`config.mk`:
```
export PLATFORM = sky130hd
export DESIGN_NAME = gpio_set_clear_register_bank
export DESIGN_NICKNAME = d
export VERILOG_FILES = /design/src/rtl/gpio_sc_pkg.sv /design/src/rtl/gpio_set_clear_register_bank.sv /design/src/rtl/gpio_sc_decode.sv
export VERILOG_INCLUDE_DIRS = /design/src /design/src/rtl
export SDC_FILE = /design/constraint.sdc
export NUM_CORES = 2
export LEC_CHECK = 0
export ABC_CLOCK_PERIOD_IN_PS = 3750
export BUFFER_PORTS_ARGS = -buffer_cell sky130_fd_sc_hd__buf_4
export CAP_MARGIN = 30
export CORE_UTILIZATION = 50
export CTS_CLUSTER_SIZE = 16
export DETAILED_ROUTE_END_ITERATION = 12
export GPL_TIMING_DRIVEN = 0
export HOLD_SLACK_MARGIN = 0.08
export PLACE_DENSITY_LB_ADDON = 0.2
export SLEW_MARGIN = 15
export SYNTH_ARGS = -nofsm -noshare
export SYNTH_HDL_FRONTEND = slang
export SYNTH_SLANG_ARGS = --single-unit
```
`constraint.sdc`:
```
create_clock -name clk -period 3.75 [get_ports clk]
set_input_delay 0.5625 -clock clk [delete_from_list [all_inputs] [get_ports clk]]
set_output_delay 0.5625 -clock clk [all_outputs]
set_load 0.005 [all_outputs]
```
`src/rtl/gpio_set_clear_register_bank_assert.svh`:
```
// Assertion macros shared by the register bank RTL.
`ifndef GPIO_SET_CLEAR_REGISTER_BANK_ASSERT_SVH
`define GPIO_SET_CLEAR_REGISTER_BANK_ASSERT_SVH

// The consequent must hold in the same cycle as the antecedent.
`define GSC_ASSERT_NOW(label, clk, rst, ante, cons, msg) \
  label: assert property (@(posedge clk) disable iff (rst) (ante) |-> (cons)) \
    else $error(msg);

// The consequent must hold in the cycle after the antecedent.
`define GSC_ASSERT_NEXT(label, clk, rst, ante, cons, msg) \
  label: assert property (@(posedge clk) disable iff (rst) (ante) |=> (cons)) \
    else $error(msg);

`endif

```
`src/rtl/gpio_sc_pkg.sv`:
```
package gpio_sc_pkg;

  localparam int unsigned DEFAULT_PIN_COUNT = 256;
  localparam int unsigned WORD_W = 32;
  localparam int unsigned OFFSET_W = 11;

  localparam int unsigned BANK_DEPTH = 8;
  localparam int unsigned MODE_DEPTH = 32;
  localparam int unsigned BANK_W = $clog2(BANK_DEPTH);
  localparam int unsigned MODE_W = $clog2(MODE_DEPTH);
  localparam int unsigned WORD_DEPTH = 2 * BANK_DEPTH + MODE_DEPTH;
  localparam int unsigned ADDR_W = $clog2(WORD_DEPTH);

  localparam logic [OFFSET_W-1:0] DIR_BASE = 11'h000;
  localparam logic [OFFSET_W-1:0] OUT_BASE = 11'h100;
  localparam logic [OFFSET_W-1:0] IN_BASE = 11'h200;
  localparam logic [OFFSET_W-1:0] MODE_BASE = 11'h300;
  localparam logic [OFFSET_W-1:0] MODE_END = 11'h500;

  localparam logic [3:0] SLOT_VAL = 4'h0;
  localparam logic [3:0] SLOT_SET = 4'h4;
  localparam logic [3:0] SLOT_CLR = 4'h8;

  localparam logic FUNC_READ = 1'b0;
  localparam logic FUNC_WRITE = 1'b1;

  typedef struct packed {
    logic func;
    logic [OFFSET_W-1:0] offset;
    logic [WORD_W-1:0] write_data;
    logic [WORD_W-1:0] pad_levels;
  } req_t;

  typedef struct packed {
    logic [WORD_W-1:0] read_data;
    logic bad_offset;
  } rsp_t;

  typedef enum logic [1:0] {
    KIND_DIR  = 2'd0,
    KIND_OUT  = 2'd1,
    KIND_IN   = 2'd2,
    KIND_MODE = 2'd3
  } kind_e;

  typedef struct packed {
    logic bad;
    kind_e kind;
    logic [ADDR_W-1:0] addr;
    logic [3:0] slot;
    logic [WORD_W-1:0] mask;
  } decode_t;

  // Bits that belong to existing pins when each pin takes bits_per_pin bits.
  function automatic logic [WORD_W-1:0] live_mask(input int unsigned first_pin,
                                                  input int unsigned pins,
                                                  input int unsigned bits_per_pin,
                                                  input int unsigned pin_count);
    int unsigned n;
    logic [WORD_W-1:0] m;
    n = 0;
    if (first_pin >= pin_count) begin
      m = '0;
    end else begin
      n = pin_count - first_pin;
      if (n >= pins) begin
        m = '1;
      end else begin
        n = n * bits_per_pin;
        if (n >= WORD_W) m = '1;
        else m = WORD_W'((64'd1 << n) - 64'd1);
      end
    end
    return m;
  endfunction

endpackage

```
`src/rtl/gpio_set_clear_register_bank.sv`:
```
// GPIO register bank with VAL/SET/CLR triples. Each request transaction is one
// 32-bit bus access; each produces exactly one response transaction carrying the
// word read (zero for writes and unmapped offsets) and a bad-offset flag. All
// direction, output-level and mode words live in one 48-word synchronous RAM,
// and each access is a read-modify-write of a single word: the RAM is read at
// the edge that accepts the request and written back at the edge that ends the
// lookup state, the same edge that loads the response register. The block
// takes no new request until the previous access has finished. A new
// request is accepted while the previous response still waits in the output
// register; the access then holds in its lookup state until that
// register frees. Per-word valid flops, cleared by reset, make every word read
// as zero until first written, so no clearing pass is needed after reset.
// Bits of pins beyond PIN_COUNT are always stored and returned as zero.
`include "gpio_set_clear_register_bank_assert.svh"

module gpio_set_clear_register_bank #(
  parameter int unsigned PIN_COUNT = gpio_sc_pkg::DEFAULT_PIN_COUNT
) (
  input  logic               clk,
  input  logic               rst,
  input  logic               req_valid,
  output logic               req_ready,
  input  gpio_sc_pkg::req_t  req,
  output logic               rsp_valid,
  input  logic               rsp_ready,
  output gpio_sc_pkg::rsp_t  rsp
);

  typedef enum logic [1:0] {
    ST_IDLE   = 2'b01,
    ST_LOOKUP = 2'b10
  } state_t;

  state_t state, state_next;

  gpio_sc_pkg::decode_t dec;
  gpio_sc_pkg::decode_t dec_q;
  gpio_sc_pkg::req_t    req_q;

  logic [gpio_sc_pkg::WORD_W-1:0] mem [gpio_sc_pkg::WORD_DEPTH];
  logic [gpio_sc_pkg::WORD_W-1:0] rd_word;
  logic [gpio_sc_pkg::WORD_DEPTH-1:0] word_valid;

  logic accept;
  logic finish;
  logic mem_we;
  logic [gpio_sc_pkg::WORD_W-1:0] old_word;
  logic [gpio_sc_pkg::WORD_W-1:0] new_word;
  logic [gpio_sc_pkg::WORD_W-1:0] rd_result;

  gpio_sc_decode #(
    .PIN_COUNT(PIN_COUNT)
  ) u_decode (
    .offset(req.offset),
    .dec   (dec)
  );

  assign req_ready = (state == ST_IDLE);
  assign accept = req_valid && req_ready;
  // The lookup state completes once the output register is free or emptying.
  assign finish = (state == ST_LOOKUP) && (!rsp_valid || rsp_ready);

  always_comb begin
    state_next = state;
    case (state)
      ST_IDLE:   if (accept) state_next = ST_LOOKUP;
      ST_LOOKUP: if (finish) state_next = ST_IDLE;
      default:   state_next = ST_IDLE;
    endcase
  end

  always_ff @(posedge clk) begin
    if (rst) begin
      state <= ST_IDLE;
    end else begin
      state <= state_next;
    end
  end

  // Request and its decode are held for the write-back cycle.
  always_ff @(posedge clk) begin
    if (accept) begin
      req_q <= req;
      dec_q <= dec;
    end
  end

  // Word store: read at acceptance, written back when the access finishes.
  // Accesses never overlap, so no forwarding is required.
  always_ff @(posedge clk) begin
    if (mem_we) begin
      mem[dec_q.addr] <= new_word;
    end
    if (accept) begin
      rd_word <= mem[dec.addr];
    end
  end

  always_ff @(posedge clk) begin
    if (rst) begin
      word_valid <= '0;
    end else if (mem_we) begin
      word_valid[dec_q.addr] <= 1'b1;
    end
  end

  assign old_word = word_valid[dec_q.addr] ? rd_word : '0;

  always_comb begin
    case (dec_q.slot)
      gpio_sc_pkg::SLOT_SET: new_word = (old_word | req_q.write_data) & dec_q.mask;
      gpio_sc_pkg::SLOT_CLR: new_word = (old_word & ~req_q.write_data) & dec_q.mask;
      default:               new_word = req_q.write_data & dec_q.mask;
    endcase
  end

  // Writes to the input-level region are accepted and dropped.
  assign mem_we = finish && !dec_q.bad && (req_q.func == gpio_sc_pkg::FUNC_WRITE)
                && (dec_q.kind != gpio_sc_pkg::KIND_IN);

  always_comb begin
    if (dec_q.bad || req_q.func == gpio_sc_pkg::FUNC_WRITE) begin
      rd_result = '0;
    end else if (dec_q.kind == gpio_sc_pkg::KIND_IN) begin
      rd_result = req_q.pad_levels & dec_q.mask;
    end else begin
      rd_result = old_word;
    end
  end

  always_ff @(posedge clk) begin
    if (rst) begin
      rsp_valid <= 1'b0;
    end else if (finish) begin
      rsp_valid <= 1'b1;
    end else if (rsp_ready) begin
      rsp_valid <= 1'b0;
    end
  end

  always_ff @(posedge clk) begin
    if (finish) begin
      rsp.read_data <= rd_result;
      rsp.bad_offset <= dec_q.bad;
    end
  end

  `GSC_ASSERT_NEXT(a_accept_enters_lookup, clk, rst, accept, state == ST_LOOKUP,
                   "accepted request did not move to the lookup cycle")
  `GSC_ASSERT_NEXT(a_stall_holds_lookup, clk, rst,
                   state == ST_LOOKUP && rsp_valid && !rsp_ready,
                   state == ST_LOOKUP && $stable(rsp),
                   "lookup finished while the response register was still full")
  `GSC_ASSERT_NOW(a_bad_reads_zero, clk, rst, rsp_valid && rsp.bad_offset,
                  rsp.read_data == '0, "unmapped access returned nonzero data")
  `GSC_ASSERT_NOW(a_write_only_on_finish, clk, rst, mem_we,
                  state == ST_LOOKUP && !accept,
                  "word store written outside the write-back cycle")

endmodule

```
`src/rtl/gpio_sc_decode.sv`:
```
module gpio_sc_decode #(
  parameter int unsigned PIN_COUNT = gpio_sc_pkg::DEFAULT_PIN_COUNT
) (
  input  logic [gpio_sc_pkg::OFFSET_W-1:0] offset,
  output gpio_sc_pkg::decode_t             dec
);

  logic [3:0] slot;
  logic [3:0] bank;
  logic [gpio_sc_pkg::MODE_W-1:0] mode_idx;

  assign slot = offset[3:0];
  assign bank = offset[7:4];
  // Mode words run from 0x300 to 0x4FF, so bit 10 tells the upper half.
  assign mode_idx = {offset[10], offset[7:4]};

  always_comb begin
    dec = '0;
    dec.bad = 1'b1;
    dec.kind = gpio_sc_pkg::KIND_DIR;
    dec.slot = slot;
    if (offset[1:0] == 2'b00 && slot <= gpio_sc_pkg::SLOT_CLR) begin
      if (offset < gpio_sc_pkg::MODE_BASE) begin
        if (32'(bank) < gpio_sc_pkg::BANK_DEPTH) begin
          dec.mask = gpio_sc_pkg::live_mask(32'(bank) * 32, 32, 1, PIN_COUNT);
        end
        dec.bad = (dec.mask == '0);
        if (offset[10:8] == gpio_sc_pkg::DIR_BASE[10:8]) begin
          dec.kind = gpio_sc_pkg::KIND_DIR;
          dec.addr = gpio_sc_pkg::ADDR_W'(bank[gpio_sc_pkg::BANK_W-1:0]);
        end else if (offset[10:8] == gpio_sc_pkg::OUT_BASE[10:8]) begin
          dec.kind = gpio_sc_pkg::KIND_OUT;
          dec.addr = gpio_sc_pkg::ADDR_W'(gpio_sc_pkg::BANK_DEPTH)
                   + gpio_sc_pkg::ADDR_W'(bank[gpio_sc_pkg::BANK_W-1:0]);
        end else begin
          dec.kind = gpio_sc_pkg::KIND_IN;
        end
      end else if (offset < gpio_sc_pkg::MODE_END) begin
        dec.kind = gpio_sc_pkg::KIND_MODE;
        dec.mask = gpio_sc_pkg::live_mask(32'(mode_idx) * 8, 8, 4, PIN_COUNT);
        dec.bad = (dec.mask == '0);
        dec.addr = gpio_sc_pkg::ADDR_W'(2 * gpio_sc_pkg::BANK_DEPTH)
                 + gpio_sc_pkg::ADDR_W'(mode_idx);
      end
    end
  end

endmodule
```
Word level (Yosys, flattened, before mapping)
Memory sizes are Yosys's and may differ from the RTL's. A register that Yosys moved wholly into a read port is not among the register bits.
Index checks and enable logic that the tools add are counted.
{ "classes": {"shift": 2, "reduce_logical": 17, "magnitude_cmp": 11, "eq_ne": 9, "bitwise_logic": 8, "addsub": 6, "n_mux": 33} }
{ "ops": {"columns": ["cell", "count"], "rows": [
  ["$mux 32", 15],
  ["$and 32x32->32", 5],
  ["$ge 32x6->1 const B", 2],
  ["$logic_not 32->1", 2],
  ["$pmux 32 s2", 1],
  ["$shl 1x32->32 const A", 2],
  ["$sub 32x1->32 const B", 2],
  ["$or 48x48->48", 1],
  ["$ge 32x4->1 const B", 1],
  ["$not 32->32", 1],
  ["$or 32x32->32", 1],
  ["$mux 9", 2],
  ["$mux 6", 2],
  ["$lt 11x10->1 const B", 1],
  ["$lt 11x11->1 const B", 1],
  ["$sub 9x8->10 const A", 1],
  ["$sub 9x9->10 const A", 1],
  ["$ge 8x9->1 const B", 1],
  ["$ge 9x9->1 const B", 1],
  ["$mux 8", 1],
  ["$logic_and 1x1->1", 7],
  ["$lt 6x7->1 const B", 1],
  ["$add 5x5->6 const A", 1],
  ["$bmux 1 s6", 1],
  ["other kinds (21)", 32]
]} }
{ "word_totals": {"wordCells": 100, "mem_bits_rw": 1536, "ff_bits": 194, "output_inout_bits": 35, "n_memories": 1, "inputBits": 80} }
{ "mem_list": {"columns": ["memory", "words", "word_bits", "rd", "rd_clocked_by_memory_dff", "write_ports", "line", "source"], "rows": [
  ["mem", 48, 32, 1, 1, 1, "gpio_set_clear_register_bank.sv:40", "logic [gpio_sc_pkg::WORD_W-1:0] mem [gpio_sc_pkg::WORD_DEPTH];"]
]} }

Logic depth before layout (Yosys ltp)
{ "depth": {"word_depth": 13, "mapped_depth": 12, "ltp_nobuf": 9} }

Modules after synthesis
A second synthesis with hierarchy kept.
{ "hier_totals": {"hier_cells": 3071, "hier_area_um2": 67782.5} }
{ "by_module_without_submodules": {"columns": ["module", "seq_area_each_um2", "area_each_um2", "instances", "cells_per_inst"], "rows": [
  ["gpio_set_clear_register_bank", 52400.3, 67288.3, 1, 2999],
  ["gpio_sc_decode", 0.0, 494.2, 1, 72]
]} }

Worst setup path before layout
OpenSTA, ideal clock, no wires.
{ "synth_path": {"kind": "input to register", "start": "input port req_valid", "end": "register dec_q[30] (netlist bit) (enable)", "arrival_time_ns": 3.133, "required_ns": 3.266, "cell_stages": 1, "setup_ns": 0.484, "slack_ns": 0.133, "cell_sequence": "and2_1"} }
{ "synth_via": {"elab_chain_cells": 1} }
{ "synth_lines": {"columns": ["element", "line", "source"], "rows": [
  ["from (decl)", "gpio_set_clear_register_bank.sv:21", "input logic req_valid,"],
  ["$logic_and 1x1->1", "gpio_set_clear_register_bank.sv:59", "assign accept = req_valid && req_ready;"],
  ["to (signal assigned)", "gpio_set_clear_register_bank.sv:84", "dec_q <= dec;"],
  ["to (decl)", "gpio_set_clear_register_bank.sv:37", "gpio_sc_pkg::decode_t dec_q;"]
]} }
Every way passes these cells.
A chain may end at the register's enable or synchronous reset.

Worst setup path in the final report
{ "layout_path": {"start": "input port req[66] (netlist bit)", "end": "register rd_word[26] (netlist bit), read port of mem (data pin)"} }
{ "layout_via": {"elab_chain_cells": 4, "word_cells_on_any_way": 7, "classes_between": "order compare (3); mux (3); reduce/logical (1)"} }
{ "layout_lines": {"columns": ["element", "line", "source"], "rows": [
  ["from (decl)", "gpio_set_clear_register_bank.sv:23", "input gpio_sc_pkg::req_t req,"],
  ["$lt 11x11->1", "gpio_sc_decode.sv:38", "end else if (offset < gpio_sc_pkg::MODE_END) begin"],
  ["$mux 9", "gpio_sc_decode.sv:38", null],
  ["$mux 9", "gpio_sc_decode.sv:23", "if (offset < gpio_sc_pkg::MODE_BASE) begin"],
  ["$mux 6 *", "gpio_sc_decode.sv:22", "if (offset[1:0] == 2'b00 && slot <= gpio_sc_pkg::SLOT_CLR) begin"],
  ["to (decl)", "gpio_set_clear_register_bank.sv:41", "logic [gpio_sc_pkg::WORD_W-1:0] rd_word;"]
]} }
Mark *: on every way between the ends. The rest lies on a longest branch, timed or not.

==> impl_metrics.json <==
{
  "use_met3_pct": 9.66,
  "power_density_nw_per_um2": 504,
  "clock-skew-final_ps": 35.0,
  "ys_warn_count": 0,
  "die_y_um": 372,
  "worst_pin_slew_ps": 1100,
  "reg2reg_depth": 6,
  "start_util_pct": 50.4,
  "antenna_found_initial": 9,
  "grt_pass1_vias": 43447,
  "track_usage_pct": 33.5,
  "cp_slowest_cell": "buf_1",
  "ir_drop_v": 0.000548,
  "wire_per_inst_um": 32.9,
  "path_class": "input port to register",
  "layout_common_cells": "1680 x edfxtp_1, 627 x nand2_1, 256 x nor2_1",
  "grt_util_met1_pct": 44.8,
  "cts_buffers": 174,
  "setup_ws_ps": -178,
  "hold_viol_final": 0,
  "vias_per_cell": 6.54,
  "syn_to_final_growth_pct": 17.1,
  "yosys_register_bits": 1731,
  "die_w_um": 372,
  "io_pins": 115,
  "clk_latency_ps": 830,
  "cp_cell_sequence": "buf_4 > a211o_1 > buf_2 > buf_4 > buf_2 > buf_1 > nor3_1 > o311ai_0 > o31ai_1 > nor4_1",
  "hp-class": "input port to register",
  "drtPass1Iterations": 9,
  "path_clk_slew_ps": 60,
  "ff2ff_setup_slack_ps": 0,
  "hpwl_um": 158000,
  "cts_max_level": 4,
  "post-route-drc-count": 0,
  "crit_path_end_kind": "register",
  "nets": 5238,
  "place.gp.congestion": 0.985,
  "final_common_cell": "edfxtp_1",
  "cts_root_buf": "clkbuf_16",
  "timing.fmax_mhz": 255,
  "worst_ep_required_time_ps": 4230,
  "ys_async_sr_fraction_pct": 0,
  "ys.flop_type": "edfxtp_1",
  "synth-simple-area-share_pct": 10.5,
  "synthAdderAreaFrac_pct": 0.0366,
  "gr-total-overflow": 0,
  "slew_headroom_pct": 26.7,
  "holdWs_ps": 138,
  "worst_r2r_endpoint": "mem[15][28]$_DFFE_PP_",
  "ant_nets": 0,
  "hold_path_startpoint": "rst",
  "core_area_sq_um": 135000,
  "drive_gt1_share_pct": 14.1,
  "arrival_ps": 4410,
  "fin_crit_ps": 3930,
  "fin_crit_sh_pct": 105,
  "drtIter0Drc": 7734,
  "startpoint_type": "input port",
  "status": "complete, but fails checks",
  "final-setup-viol-count": 14,
  "whs_path_depth": 2,
  "die-area_sq_um": 138000,
  "cap_viol_max_count": 0,
  "synth_top_family_by_area": "simple AND/OR/NAND/NOR gates",
  "grtUsageMet2_pct": 50.5,
  "drv_slew": 0,
  "num_vias": 46369,
  "hold_path_end": "word_valid[7]$_SDFFE_PP0P_",
  "cts.sinks": 1731,
  "io_buffer_count": 112,
  "rsz0062_at_grt": "false",
  "max_stage_delay_ps": 800,
  "synth-compound-area-share_pct": 9.15,
  "rows": 135,
  "reg2reg_from": "dec_q[44]$_SDFFCE_PP1P_",
  "synth_cells": 4703,
  "synth_mux_area_share_pct": 2.59,
  "ys_types": 68,
  "top_usage_layer": "met2",
  "setup-tns-final_ps": -1060,
  "grt_max_degree": 58,
  "drt-total-wl_um": 233000,
  "clockBufferDepth": 3,
  "syn-cell-area_sq_um": 68300,
  "synth_nets": 4785,
  "path_max_fanout": 10,
  "ys_seq_area_share_pct": 75.4,
  "syn_avg_cell_area_sq_um": 14.5,
  "p_leak_nw": 26.3,
  "synth_edf_count": 1680,
  "cts_tree": "yes",
  "synth-xor-area-share_pct": 0.0128,
  "violations": "negative setup slack",
  "grt_first_pass_wirelength_um": 322000
}
==> how the worst max path moves through the flow <==
stage	startpoint	to	slack, ps
after detailed placement	req[72]	rd_word[15]$_DFFE_PP_	-1170
after CTS	req[72]	rd_word[27]$_DFFE_PP_	40
after floorplan	req_valid	dec_q[30]$_SDFFCE_PP0P_	130
after global routing	req[66]	rd_word[26]$_DFFE_PP_	0.5
after global placement	rsp_ready	mem[33][20]$_DFFE_PP_	-2580
final	req[66]	rd_word[26]$_DFFE_PP_	-180
==> state kept, by name (all words and copies together) (netlist names) <==
register / count
state: 2
word_valid: 48
req_q: 65
rsp_valid: 1
rd_word: 32
rsp: 33
dec_q: 14
mem: 1536
==> where the power goes <==
part           switching [W]  total (W)  internal [W]
registers          0.0000519     0.0214        0.0214
clock network        0.00730     0.0167       0.00938
logic                0.00165    0.00222      0.000572
total                0.00900     0.0403        0.0313
==> cells by family (layout without fill, tap and decap cells) <==
| kind of cell | Yosys count | in the layout |
|---|---|---|
| muxes | 164 | 164 |
| and+or+nand+nor | 1588 | 1588 |
| other | 0 | 10 |
| xor gates and xnor gates | 1 | 1 |
| adders and majority gates | 2 | 2 |
| buffers and inverters | 356 | 951 |
| AOI/OAI and AO/OA | 861 | 862 |
| DFF | 1731 | 1731 |
==> per-stage QoR <==
stage / cells / setup WS, ps / cell area, sq um / power, W / utilization, %
4_1_cts: 7076 / 39.8 / 79800 / 0.0402 / 58.9
5_1_grt: 7080 / 0.497 / 79900 / 0.0411 / 59.0
6_report: 7090 / -178 / 80000 / 0.0403 / 59.0
3_3_place_gp: 6596 / -2580 / 71300 / 0.0238 / 52.7
2_1_floorplan: 4703 / 133 / 68300 / 0.0228 / -
3_5_place_dp: 6686 / -1170 / 73700 / 0.0239 / 54.4
==> routing by layer <==
metal | part of all wire [%] | wire (um) | vias up
met2 | 44 | 104000 | 3468
li1 | - | - | 19156
met4 | 5.3 | 12300 | 8
met5 | 0.027 | 62 | -
met3 | 14 | 32200 | 623
met1 | 36 | 85100 | 23114
==> timing repair <==
item	in CTS	in global routing
setup endpoints to repair	379	649
hold endpoints to repair	70	0
buffers inserted	2	3
hold buffers	70	0
gates resized for setup	5	17
pin swaps	1	6
gates cloned	1	0
==> cells in the mapped netlist (all sizes together), types with 52 or more instances <==
cell | n | area [sq um]
a31oi | 75 | 469
a21oi | 131 | 656
nor3 | 227 | 1140
a211oi | 58 | 448
a221oi | 52 | 462
a32o | 76 | 761
nor2b | 52 | 325
edfxtp | 1680 | 50400
nand3 | 163 | 838
o21ai | 122 | 611
mux2i | 119 | 1200
clkbuf | 168 | 631
a311oi | 92 | 806
nand2 | 630 | 2380
or3 | 69 | 432
buf | 176 | 898
o211ai | 85 | 638
nor2 | 306 | 1160
==> worst max-delay path, delay by kind of cell <==
kind                   cells  cell delay [ps]
AOI/OAI and AO/OA          3             1000
buffers and inverters      5             1940
and+or+nand+nor            2              870
==> area by class of cell <==
cell class                      count  area [sq um]
Fill cell                       10317         55500
Sequential cell                  1731         51500
Multi-Input combinational cell   2617         15900
Clock buffer                      249          4930
Timing Repair Buffer              279          3400
Tap cell                         1781          2230
Buffer                            341          1530
Clock inverter                     70           427
Inverter                           12          50.0
Antenna cell                       10          25.0
Note: power is estimated with default switching activity, not from simulation.
